==> src/design/rgbbmp_pkg.sv <==
`timescale 1ns / 1ps
// ----------------------------------------------------------------------------
// rgbbmp_pkg
// Shared constants, types and helper functions for the RGB565 to BMP
// byte stream core.
// ----------------------------------------------------------------------------
package rgbbmp_pkg;

  localparam int MAX_DIM   = 4096;
  localparam int DIM_W     = $clog2(MAX_DIM + 1);
  localparam int CNT_W     = $clog2(MAX_DIM);
  localparam int CFG_IDX_W = 8;
  localparam int IDX_W     = 6;

  localparam logic [IDX_W-1:0] HDR_LEN  = IDX_W'(54);
  localparam logic [IDX_W-1:0] PIX_LAST = IDX_W'(2);

  localparam logic [CFG_IDX_W-1:0] REG_FRAME_WIDTH  = CFG_IDX_W'(0);
  localparam logic [CFG_IDX_W-1:0] REG_FRAME_HEIGHT = CFG_IDX_W'(1);

  localparam logic [DIM_W-1:0] WIDTH_RESET  = DIM_W'(640);
  localparam logic [DIM_W-1:0] HEIGHT_RESET = DIM_W'(480);

  typedef logic [DIM_W-1:0] dim_t;
  typedef logic [CNT_W-1:0] cnt_t;

  // Everything the byte sequencer needs to emit the bytes of one pixel.
  typedef struct packed {
    logic             hdr;
    logic             frame_last;
    logic [IDX_W-1:0] last_idx;
    logic [7:0]       blue;
    logic [7:0]       green;
    logic [7:0]       red;
    dim_t             width;
    dim_t             height;
    logic [31:0]      fsize;
  } work_t;

  function automatic dim_t clamp_dim(input dim_t v);
    dim_t r;
    if (v == '0) begin
      r = DIM_W'(1);
    end else if (v > DIM_W'(MAX_DIM)) begin
      r = DIM_W'(MAX_DIM);
    end else begin
      r = v;
    end
    return r;
  endfunction

  function automatic logic [7:0] scale5(input logic [4:0] c);
    logic [13:0] t;
    t = {9'd0, c} * 14'd527 + 14'd23;
    return t[13:6];
  endfunction

  function automatic logic [7:0] scale6(input logic [5:0] c);
    logic [13:0] t;
    t = {8'd0, c} * 14'd259 + 14'd33;
    return t[13:6];
  endfunction

  // Byte idx of the 54-byte BMP file and info header.
  function automatic logic [7:0] hdr_byte(input logic [IDX_W-1:0] idx, input dim_t w,
                                          input dim_t h, input logic [31:0] fsize);
    logic [31:0] w32;
    logic [31:0] nh32;
    logic [7:0]  b;
    w32  = {{(32-DIM_W){1'b0}}, w};
    nh32 = 32'd0 - {{(32-DIM_W){1'b0}}, h};
    unique case (idx)
      6'd0:    b = 8'h42;
      6'd1:    b = 8'h4D;
      6'd2:    b = fsize[7:0];
      6'd3:    b = fsize[15:8];
      6'd4:    b = fsize[23:16];
      6'd5:    b = fsize[31:24];
      6'd10:   b = 8'd54;
      6'd14:   b = 8'd40;
      6'd18:   b = w32[7:0];
      6'd19:   b = w32[15:8];
      6'd20:   b = w32[23:16];
      6'd21:   b = w32[31:24];
      6'd22:   b = nh32[7:0];
      6'd23:   b = nh32[15:8];
      6'd24:   b = nh32[23:16];
      6'd25:   b = nh32[31:24];
      6'd26:   b = 8'd1;
      6'd28:   b = 8'd24;
      default: b = 8'd0;
    endcase
    return b;
  endfunction

endpackage

==> src/design/rgb565_to_bmp_byte_stream_core.sv <==
`timescale 1ns / 1ps
// ----------------------------------------------------------------------------
// rgb565_to_bmp_byte_stream_core
// Turns RGB565 pixels of a frame into the byte stream of a top-down 24-bit
// BMP file: header before the first pixel, BGR bytes, zero row padding.
// ----------------------------------------------------------------------------
// Timing: the first byte of a pixel passes from the pixel transaction into the
//   work register and from there into the output register, which drives out_.
// Output: one byte per cycle while out_tready allows; a pixel gives 3 bytes, plus
//   54 header bytes and 0 to 3 row padding bytes; the byte sequencer sets this.
// Reset: synchronous, active low; counters clear, sizes return to 640x480.
module rgb565_to_bmp_byte_stream_core (
  input  logic        clk,
  input  logic        rst_n,
  // Configuration write channel.
  input  logic        cfg_valid,
  output logic        cfg_ready,
  input  logic [7:0]  cfg_index,
  input  logic [12:0] cfg_data,
  // Pixel stream.
  input  logic        in_tvalid,
  output logic        in_tready,
  input  logic [15:0] in_tdata,   // [15:0] pixel
  // File byte stream.
  output logic        out_tvalid,
  input  logic        out_tready,
  output logic [7:0]  out_tdata,  // [7:0] out_byte
  output logic        out_tlast,  // frame_end
  output logic [0:0]  out_tuser   // [0] last_of_item
);

  rgbbmp_pkg::dim_t  width_r, height_r;
  rgbbmp_pkg::cnt_t  col_r, row_r;
  logic              hdr_done_r;

  logic              work_v_r;
  rgbbmp_pkg::work_t work_r, work_nxt;
  logic [rgbbmp_pkg::IDX_W-1:0] idx_r;

  logic              out_v_r;
  logic [7:0]        out_byte_r;
  logic              out_last_r, out_end_r;

  rgbbmp_pkg::dim_t  w_c, h_c;
  logic              col_end, row_end;
  logic [1:0]        pad;
  logic [14:0]       padded_row;
  logic [27:0]       pix_bytes;
  logic              in_acc, advance, at_last;
  logic [rgbbmp_pkg::IDX_W-1:0] pix_idx;
  logic [7:0]        byte_sel;

  assign cfg_ready = 1'b1;

  assign w_c     = rgbbmp_pkg::clamp_dim(width_r);
  assign h_c     = rgbbmp_pkg::clamp_dim(height_r);
  assign col_end = ({1'b0, col_r} + rgbbmp_pkg::DIM_W'(1)) >= w_c;
  assign row_end = ({1'b0, row_r} + rgbbmp_pkg::DIM_W'(1)) >= h_c;
  // Row padding to a multiple of four bytes equals width mod 4 for 3-byte pixels.
  assign pad        = w_c[1:0];
  assign padded_row = {w_c, 1'b0} + {2'b00, w_c} + {13'd0, pad};
  assign pix_bytes  = {13'd0, padded_row} * {15'd0, h_c};

  assign advance   = work_v_r && (!out_v_r || out_tready);
  assign at_last   = idx_r == work_r.last_idx;
  assign in_tready = !work_v_r || (advance && at_last);
  assign in_acc    = in_tvalid && in_tready;

  always_comb begin
    work_nxt            = '0;
    work_nxt.hdr        = !hdr_done_r;
    work_nxt.frame_last = col_end && row_end;
    work_nxt.last_idx   = (hdr_done_r ? '0 : rgbbmp_pkg::HDR_LEN) + rgbbmp_pkg::PIX_LAST
                          + {4'd0, (col_end ? pad : 2'b00)};
    work_nxt.blue       = rgbbmp_pkg::scale5(in_tdata[4:0]);
    work_nxt.green      = rgbbmp_pkg::scale6(in_tdata[10:5]);
    work_nxt.red        = rgbbmp_pkg::scale5(in_tdata[15:11]);
    work_nxt.width      = w_c;
    work_nxt.height     = h_c;
    work_nxt.fsize      = {4'd0, pix_bytes} + 32'd54;
  end

  always_comb begin
    pix_idx = idx_r - (work_r.hdr ? rgbbmp_pkg::HDR_LEN : '0);
    if (work_r.hdr && (idx_r < rgbbmp_pkg::HDR_LEN)) begin
      byte_sel = rgbbmp_pkg::hdr_byte(idx_r, work_r.width, work_r.height, work_r.fsize);
    end else begin
      unique case (pix_idx)
        6'd0:    byte_sel = work_r.blue;
        6'd1:    byte_sel = work_r.green;
        6'd2:    byte_sel = work_r.red;
        default: byte_sel = 8'd0;
      endcase
    end
  end

  always_ff @(posedge clk) begin
    if (!rst_n) begin
      width_r    <= rgbbmp_pkg::WIDTH_RESET;
      height_r   <= rgbbmp_pkg::HEIGHT_RESET;
      col_r      <= '0;
      row_r      <= '0;
      hdr_done_r <= 1'b0;
      work_v_r   <= 1'b0;
      idx_r      <= '0;
      out_v_r    <= 1'b0;
    end else begin
      if (cfg_valid && cfg_ready) begin
        if (cfg_index == rgbbmp_pkg::REG_FRAME_WIDTH) begin
          width_r <= cfg_data;
        end else if (cfg_index == rgbbmp_pkg::REG_FRAME_HEIGHT) begin
          height_r <= cfg_data;
        end
      end

      if (in_acc) begin
        hdr_done_r <= !(col_end && row_end);
        if (col_end) begin
          col_r <= '0;
          row_r <= row_end ? '0 : row_r + rgbbmp_pkg::CNT_W'(1);
        end else begin
          col_r <= col_r + rgbbmp_pkg::CNT_W'(1);
        end
      end

      if (in_acc) begin
        work_v_r <= 1'b1;
        idx_r    <= '0;
      end else if (advance) begin
        if (at_last) begin
          work_v_r <= 1'b0;
        end else begin
          idx_r <= idx_r + rgbbmp_pkg::IDX_W'(1);
        end
      end

      if (advance) begin
        out_v_r <= 1'b1;
      end else if (out_tready) begin
        out_v_r <= 1'b0;
      end
    end
  end

  always_ff @(posedge clk) begin
    if (in_acc) begin
      work_r <= work_nxt;
    end
    if (advance) begin
      out_byte_r <= byte_sel;
      out_last_r <= at_last;
      out_end_r  <= at_last && work_r.frame_last;
    end
  end

  assign out_tvalid   = out_v_r;
  assign out_tdata    = out_byte_r;
  assign out_tlast    = out_end_r;
  assign out_tuser[0] = out_last_r;

  a_end_is_item_last : assert property (@(posedge clk) disable iff (!rst_n)
    out_v_r && out_end_r |-> out_last_r)
    else $error("frame end flagged on a byte that does not close its pixel");

  a_idx_in_range : assert property (@(posedge clk) disable iff (!rst_n)
    work_v_r |-> idx_r <= work_r.last_idx)
    else $error("byte index ran past the last byte of the pixel");

  a_header_magic : assert property (@(posedge clk) disable iff (!rst_n)
    advance && work_r.hdr && idx_r == '0 |=> out_tdata == 8'h42)
    else $error("header does not open with the BM signature");

  a_out_stable : assert property (@(posedge clk) disable iff (!rst_n)
    out_v_r && !out_tready |=> out_v_r && $stable(out_byte_r) && $stable(out_last_r)
      && $stable(out_end_r))
    else $error("output transaction changed while it waited");

endmodule
==> config.mk <==
export PLATFORM = sky130hd
export DESIGN_NAME = rgb565_to_bmp_byte_stream_core
export DESIGN_NICKNAME = d
export VERILOG_FILES = /design/src/design/rgbbmp_pkg.sv /design/src/design/rgb565_to_bmp_byte_stream_core.sv
export SDC_FILE = /design/constraint.sdc
export NUM_CORES = 1
export LEC_CHECK = 0
export ABC_AREA = 1
export BUFFER_PORTS_ARGS = -buffer_cell sky130_fd_sc_hd__buf_2
export CAP_MARGIN = 30
export CELL_PAD_IN_SITES_DETAIL_PLACEMENT = 0
export CELL_PAD_IN_SITES_GLOBAL_PLACEMENT = 2
export CORE_ASPECT_RATIO = 2
export CORE_MARGIN = 5
export CORE_UTILIZATION = 36
export DETAILED_ROUTE_END_ITERATION = 10
export PLACE_DENSITY_LB_ADDON = 0.3
export SYNTH_ARGS = -nofsm -noshare
export SYNTH_HDL_FRONTEND = slang
export SYNTH_SLANG_ARGS = --single-unit
==> constraint.sdc <==
create_clock -name clk -period 7.31 [get_ports clk]
set_input_delay 0 -clock clk [delete_from_list [all_inputs] [get_ports clk]]
set_output_delay 0 -clock clk [all_outputs]
set_load 0.005 [all_outputs]
# --- Word level (Yosys, flattened, before mapping) ---
# Cells that the tools add are included.
classes:
  bitwise_logic: 3
  magnitude_cmp: 5
  div_mod_pow: 0
  add_sub_neg: 15
  eq_ne: 19
  reduce_logical: 26
  n_shift: 0
  muxes: 17
  n_mul: 4
ops:
  columns: ["operator", "count"]
  rows:
  - ["8-bit case mux with 16 select lines", 1]
  - ["13-bit 2-to-1 mux", 4]
  - ["6-bit by 5-bit equality test with 1-bit output, second input constant", 8]
  - ["28-bit by 6-bit adder with 29-bit output, second input constant", 1]
  - ["14-bit by 5-bit adder with 14-bit output, second input constant", 2]
  - ["15-bit by 13-bit multiplier with 28-bit output", 1]
  - ["5-bit by 10-bit multiplier with 14-bit output, second input constant", 2]
  - ["12-bit by 1-bit adder with 13-bit output, second input constant", 2]
  - ["13-bit >= comparator", 2]
  - ["13-bit > comparator, second input constant", 2]
  - ["13-bit zero test", 2]
  - ["12-bit by 1-bit adder with 12-bit output, second input constant", 2]
  - ["12-bit 2-to-1 mux", 2]
  - ["8-bit case mux with 3 select lines", 1]
  - ["6-bit by 2-bit equality test with 1-bit output, second input constant", 3]
  - ["14-bit by 13-bit adder with 15-bit output", 1]
  - ["15-bit by 2-bit adder with 15-bit output", 1]
  - ["14-bit by 6-bit adder with 14-bit output, second input constant", 1]
  - ["6-bit by 9-bit multiplier with 14-bit output, second input constant", 1]
  - ["1-bit by 13-bit subtractor with 14-bit output, first input constant", 1]
  - ["6-bit by 1-bit equality test with 1-bit output, second input constant", 2]
  - ["6-bit by 3-bit equality test with 1-bit output, second input constant", 2]
  - ["6-bit by 4-bit equality test with 1-bit output, second input constant", 2]
  - ["6-bit zero test", 2]
  - ["other kinds (20)", 41]
word_totals:
  latch_bits: 0
  ramBits: 0
  elab_cells: 109
  n_memories: 0
  rom_bits: 0
  out_inout_bits: 13
  reg_bits: 159

# --- Longest topological paths before layout ---
logic_depth:
  depth_word: 8
  ltp_mapped: 45

# --- Least setup slack after synthesis ---
# OpenSTA, ideal clock, no wires.
synth_path:
  path_type: "reg-to-reg"
  start: "register width_r[3]"
  end: "register work_r[27] (netlist bit), data pin"
  arrival_ns: 6.940
  stages_incl_launch_ff: 41
  path_buffers: 0
  slack_ns: 0.111
  setup_time_ns: 0.259
  cell_sequence: "dfxtp_1 > nor2_1 > nand2_1 > nor2_1 > nand2_1 > nand2_2 > inv_1 > nor2_1 > a21oi_1 > ha_1 > inv_1 > o21ai_0 > ha_1 > nand3_1 > and2_1 > inv_1 > a21oi_1 > o21ai_1 > [... 5 more ...] > inv_1 > fa_1 > inv_1 > fa_1 > inv_1 > fa_1 > ha_1 > ha_1 > a21o_1 > a21oi_1 > nand2_1 > nand2_1 > nand3_1 > nand3_1 > nand2_1 > nand2_1 > nand3_1 > xor2_1"
synth_rtl:
  columns: ["element", "line", "rtl"]
  rows:
  - ["from (decl)", "rgb565_to_bmp_byte_stream_core.sv:32", "rgbbmp_pkg::dim_t width_r, height_r;"]
  - ["from (signal assigned)", "rgb565_to_bmp_byte_stream_core.sv:99", "width_r <= rgbbmp_pkg::WIDTH_RESET;"]
  - ["from (signal assigned)", "rgb565_to_bmp_byte_stream_core.sv:110", "width_r <= cfg_data;"]
  - ["to (signal assigned)", "rgb565_to_bmp_byte_stream_core.sv:147", "work_r <= work_nxt;"]
  - ["to (decl)", "rgb565_to_bmp_byte_stream_core.sv:37", "rgbbmp_pkg::work_t work_r, work_nxt;"]

==> results.md <==
- Result of the run: finished, final reports clean
- Number of hold violations in the final report: 0
- Sequential element share of the synthesized area: 0.253
- P_leak: 9.97 nW
- Hold Slack: 0.0471 ns
- Met2 wirelength from detailed routing: 28100 um
- Sequential cell fraction of total power: 0.421
- Iteration-0 DRC Markers: 496
- Fmax: 140 MHz
- Maximum clock insertion buffer count: 2
- Crit share post-route: 0.975
- Clock input transition at the sequential cells of the worst setup and hold paths: 0.07 ns
- Maximum cell stage delay along the critical path: 0.57 ns
- Chip Height: 305 um
- CP Launch Type: flop
- Routed WL per cell: 17.6 um
- Die X-Extent: 158 um
- Endpoint arrival time on the critical path: 7.33 ns
- Internal power: approximately 0.0017 W
- Antenna Diode Count: 0
- Die Outline Area: approximately 48000 um2
- # nets final: 2508
- Count of max-cap constraint violations: 0
- Overall fraction of global-route tracks in use: 0.198
- Pins Over Slew Limit: 0
- Slew at the pin with the worst max-slew slack: 1.00 ns
- Final setup skew: between 0.015 and 0.02 ns
- Number of detailed-routing iterations run before antenna repair: 4
- Top post-synthesis cells by count: inv_1, nand2_1, nor2_1
- Combinational cell fraction of total power: 0.210
- Met3 wirelength from detailed routing: 982 um
- DP HPWL: ~40000 um
- Power density over the cells: 120 nW/um2
- Fraction of registers with async set/reset: 0
- Gate count of the mapped netlist: approximately 1900
- Final core utilization: 0.453
- Final setup violation count: 0
- # DRC: 0
- Synth warn: 0
- Antenna-violating nets left: 0
- Most frequently used cell type in the post-synthesis netlist: inv_1
- Final weighted congestion in routability-driven placement: 0.943
- Clock latency at the later pin of the worst-skew pair: 0.46 ns
- Ratio of cells with drive above 1 in the final layout: 0.211
- Number of different library cells in the post-synthesis netlist: 56
- Biggest fanout along the worst timing path: 6
- Total power after layout: 0.00236 W
- Global-route wire length before repair: ~73000 um
- Residual overflow from global routing: 0
- Post-synthesis cell type with the largest combined area: fa_1
- Filler Cell Count: 4309
- Post-synthesis instance area: 15700 um2
- Number of top-level pins: 55
- Via count of the routed design: ~13000
- Switch share: 0.293
- Detailed-route vias per instance: 4.84
- Worst vdd rail ir drop: 0.127 mV
- Final critical delay including setup and external delays: 7.13 ns
- Highest metal layer used by the detailed router: met4
- Largest net degree at the start of global routing: 86
- Max transition margin: 0.330
- Number of antenna violations at the first check in global routing: 0
- Required time at the endpoint of the critical path: 7.51 ns
- Worst-path cell with the longest stage delay: fa_1
- Share of power burned in the clock network: 0.368
- RSZ-0062 raised after global routing: yes
- Syn Nets: 2268
- Area Growth Syn to Fin: 24.7%
- Routed metal-1 wirelength: ~15000 um
- Num CTS Buffers: 17
- Mean instance size in the synthesized netlist: 8.37 um2
- Placeable core region: 43200 um2
- Total Wirelength: 47100 um
- Worst hold path class: input port to flop
- Count of buffers from port buffering: 53
- Largest cells by area after synthesis: fa_1, edfxtp_1, ha_1, inv_1, nand2_1
- Via count of the first global-routing pass: ~14000
- H-tree depth reported by CTS: 4
- Switch Pwr: around 0.00069 W
- Critical path start-end classification: flop to flop
- Most used flip-flop cell after synthesis: edfxtp_1
- Clock root buffer master: clkbuf_16
- Critical Path Sink Type: flop
- Clock tree from TritonCTS: yes
- Row Count: 108
- Proportion of netlist area held by the largest area contributor: 0.178
- TritonCTS sink count: 152
- Effective utilization at floorplan: 0.363
- Number of enable-type register cells in the synthesized netlist: 93
- Post-synthesis sequential element count: 152
==> worst paths after layout <==
| path | from | depth (start not counted) | slack [ns] | end |
|---|---|---|---|---|
| setup reg to reg | width_r[2]$_SDFFE_PN0P_ | 39 | 0.18 | work_r[27]$_DFFE_PP_ |
| hold reg to reg | col_r[8]$_SDFFE_PN0P_ | 2 | 0.47 | col_r[8]$_SDFFE_PN0P_ |
| setup / recovery | width_r[2]$_SDFFE_PN0P_ | 39 | 0.18 | work_r[27]$_DFFE_PP_ |
| hold / removal | rst_n | 2 | 0.05 | height_r[8]$_SDFFE_PN1P_ |
==> layout make-up <==
type / instances / area [um2] / share of cell area
clock buffer: 18 / 429 / 0.0219
inverter: 368 / 1400 / 0.0714
sequential: 152 / 3980 / 0.203
multi-input combinational: 1330 / 11100 / 0.568
timing repair buffer: 247 / 1830 / 0.0936
tap: 550 / 688 / 0.0351
clock inverter: 14 / 139 / 0.00709
==> cells by family after synthesis <==
kind of cell    count (synthesis)  share of synthesized area
buf+inv                       394                     0.0978
flops                         152                      0.253
other cells                     1                   0.000239
xor+xnor                       70                     0.0390
fa+ha+maj                     350                      0.346
simple gates                  721                      0.193
compound gates                188                     0.0712
==> layer usage <==
| layer | GRT usage | vias to the layer above |
|---|---|---|
| met5 | 0 | - |
| met4 | 0.113 | 0 |
| met3 | 0.0188 | 106 |
| met2 | 0.405 | 217 |
| met1 | 0.180 | 6201 |
| li1 | - | 6441 |
==> through the flow <==
stage / setup slack, ns / cells / setup TNS (ns) / area, um2
3_3_place_gp: -0.229 / 2604 / -2.09 / 17700
5_1_grt: -0.146 / 2679 / -0.633 / 19600
3_5_place_dp: -0.283 / 2605 / -2.60 / 17700
6_report: 0.180 / 2679 / 0 / 19600
2_1_floorplan: 0.111 / 1876 / 0 / 15700
4_1_cts: -0.000989 / 2665 / -0.000989 / 18900
==> worst max-delay path: cells and delay by family (launching register included) <==
family,cells,cell delay (ns)
DFF,1,0.33
and+or+nand+nor,16,1.34
AOI/OAI and AO/OA,6,0.74
buffers and inverters,6,0.42
xor gates and xnor gates,1,0.15
adders and majority gates,10,3.90
==> layout by cell type (no fill, tap or decap), types with 17 or more instances in the layout <==
| cell | n |
|---|---|
| a21oi_1 | 57 |
| dlygate4sd3_1 | 28 |
| xor2_1 | 57 |
| nand2_1 | 307 |
| nand2_2 | 38 |
| buf_4 | 158 |
| inv_1 | 341 |
| nor3_1 | 20 |
| nor2_1 | 219 |
| ha_4 | 40 |
| nand3_1 | 51 |
| clkbuf_16 | 17 |
| buf_2 | 54 |
| dfxtp_1 | 53 |
| ha_1 | 169 |
| edfxtp_1 | 93 |
| inv_2 | 20 |
| nand4_1 | 26 |
| fa_1 | 131 |
| o21ai_0 | 47 |
==> power groups by stage <==
stage / clock [W] / combinational, W / sequential (W)
CTS: 0.000891 / 0.000485 / 0.000995
global route: 0.000921 / 0.000560 / 0.000998
global placement: 0 / 0.000432 / 0.00101
floorplan: 0 / 0.000269 / 0.00100
detailed placement: 0 / 0.000440 / 0.00101
finish: 0.000869 / 0.000497 / 0.000993
==> flip-flops by register name (all words and copies together) (netlist names) <==
register    cells
col_r          12
hdr_done_r      1
height_r       13
idx_r           6
out_tdata       8
out_tlast       1
out_tuser       1
out_tvalid      1
row_r          12
width_r        13
work_r         83
work_v_r        1
==> timing repair <==
item | in CTS | in global routing
pin swaps | 21 | 78
endpoints found under the hold margin | 39 | 0
resized for setup | 57 | 134
hold buffers | 28 | 0
buffers inserted | 0 | 17
setup endpoints to repair | 15 | 17
No activity file was read; power rests on OpenSTA's default activity.
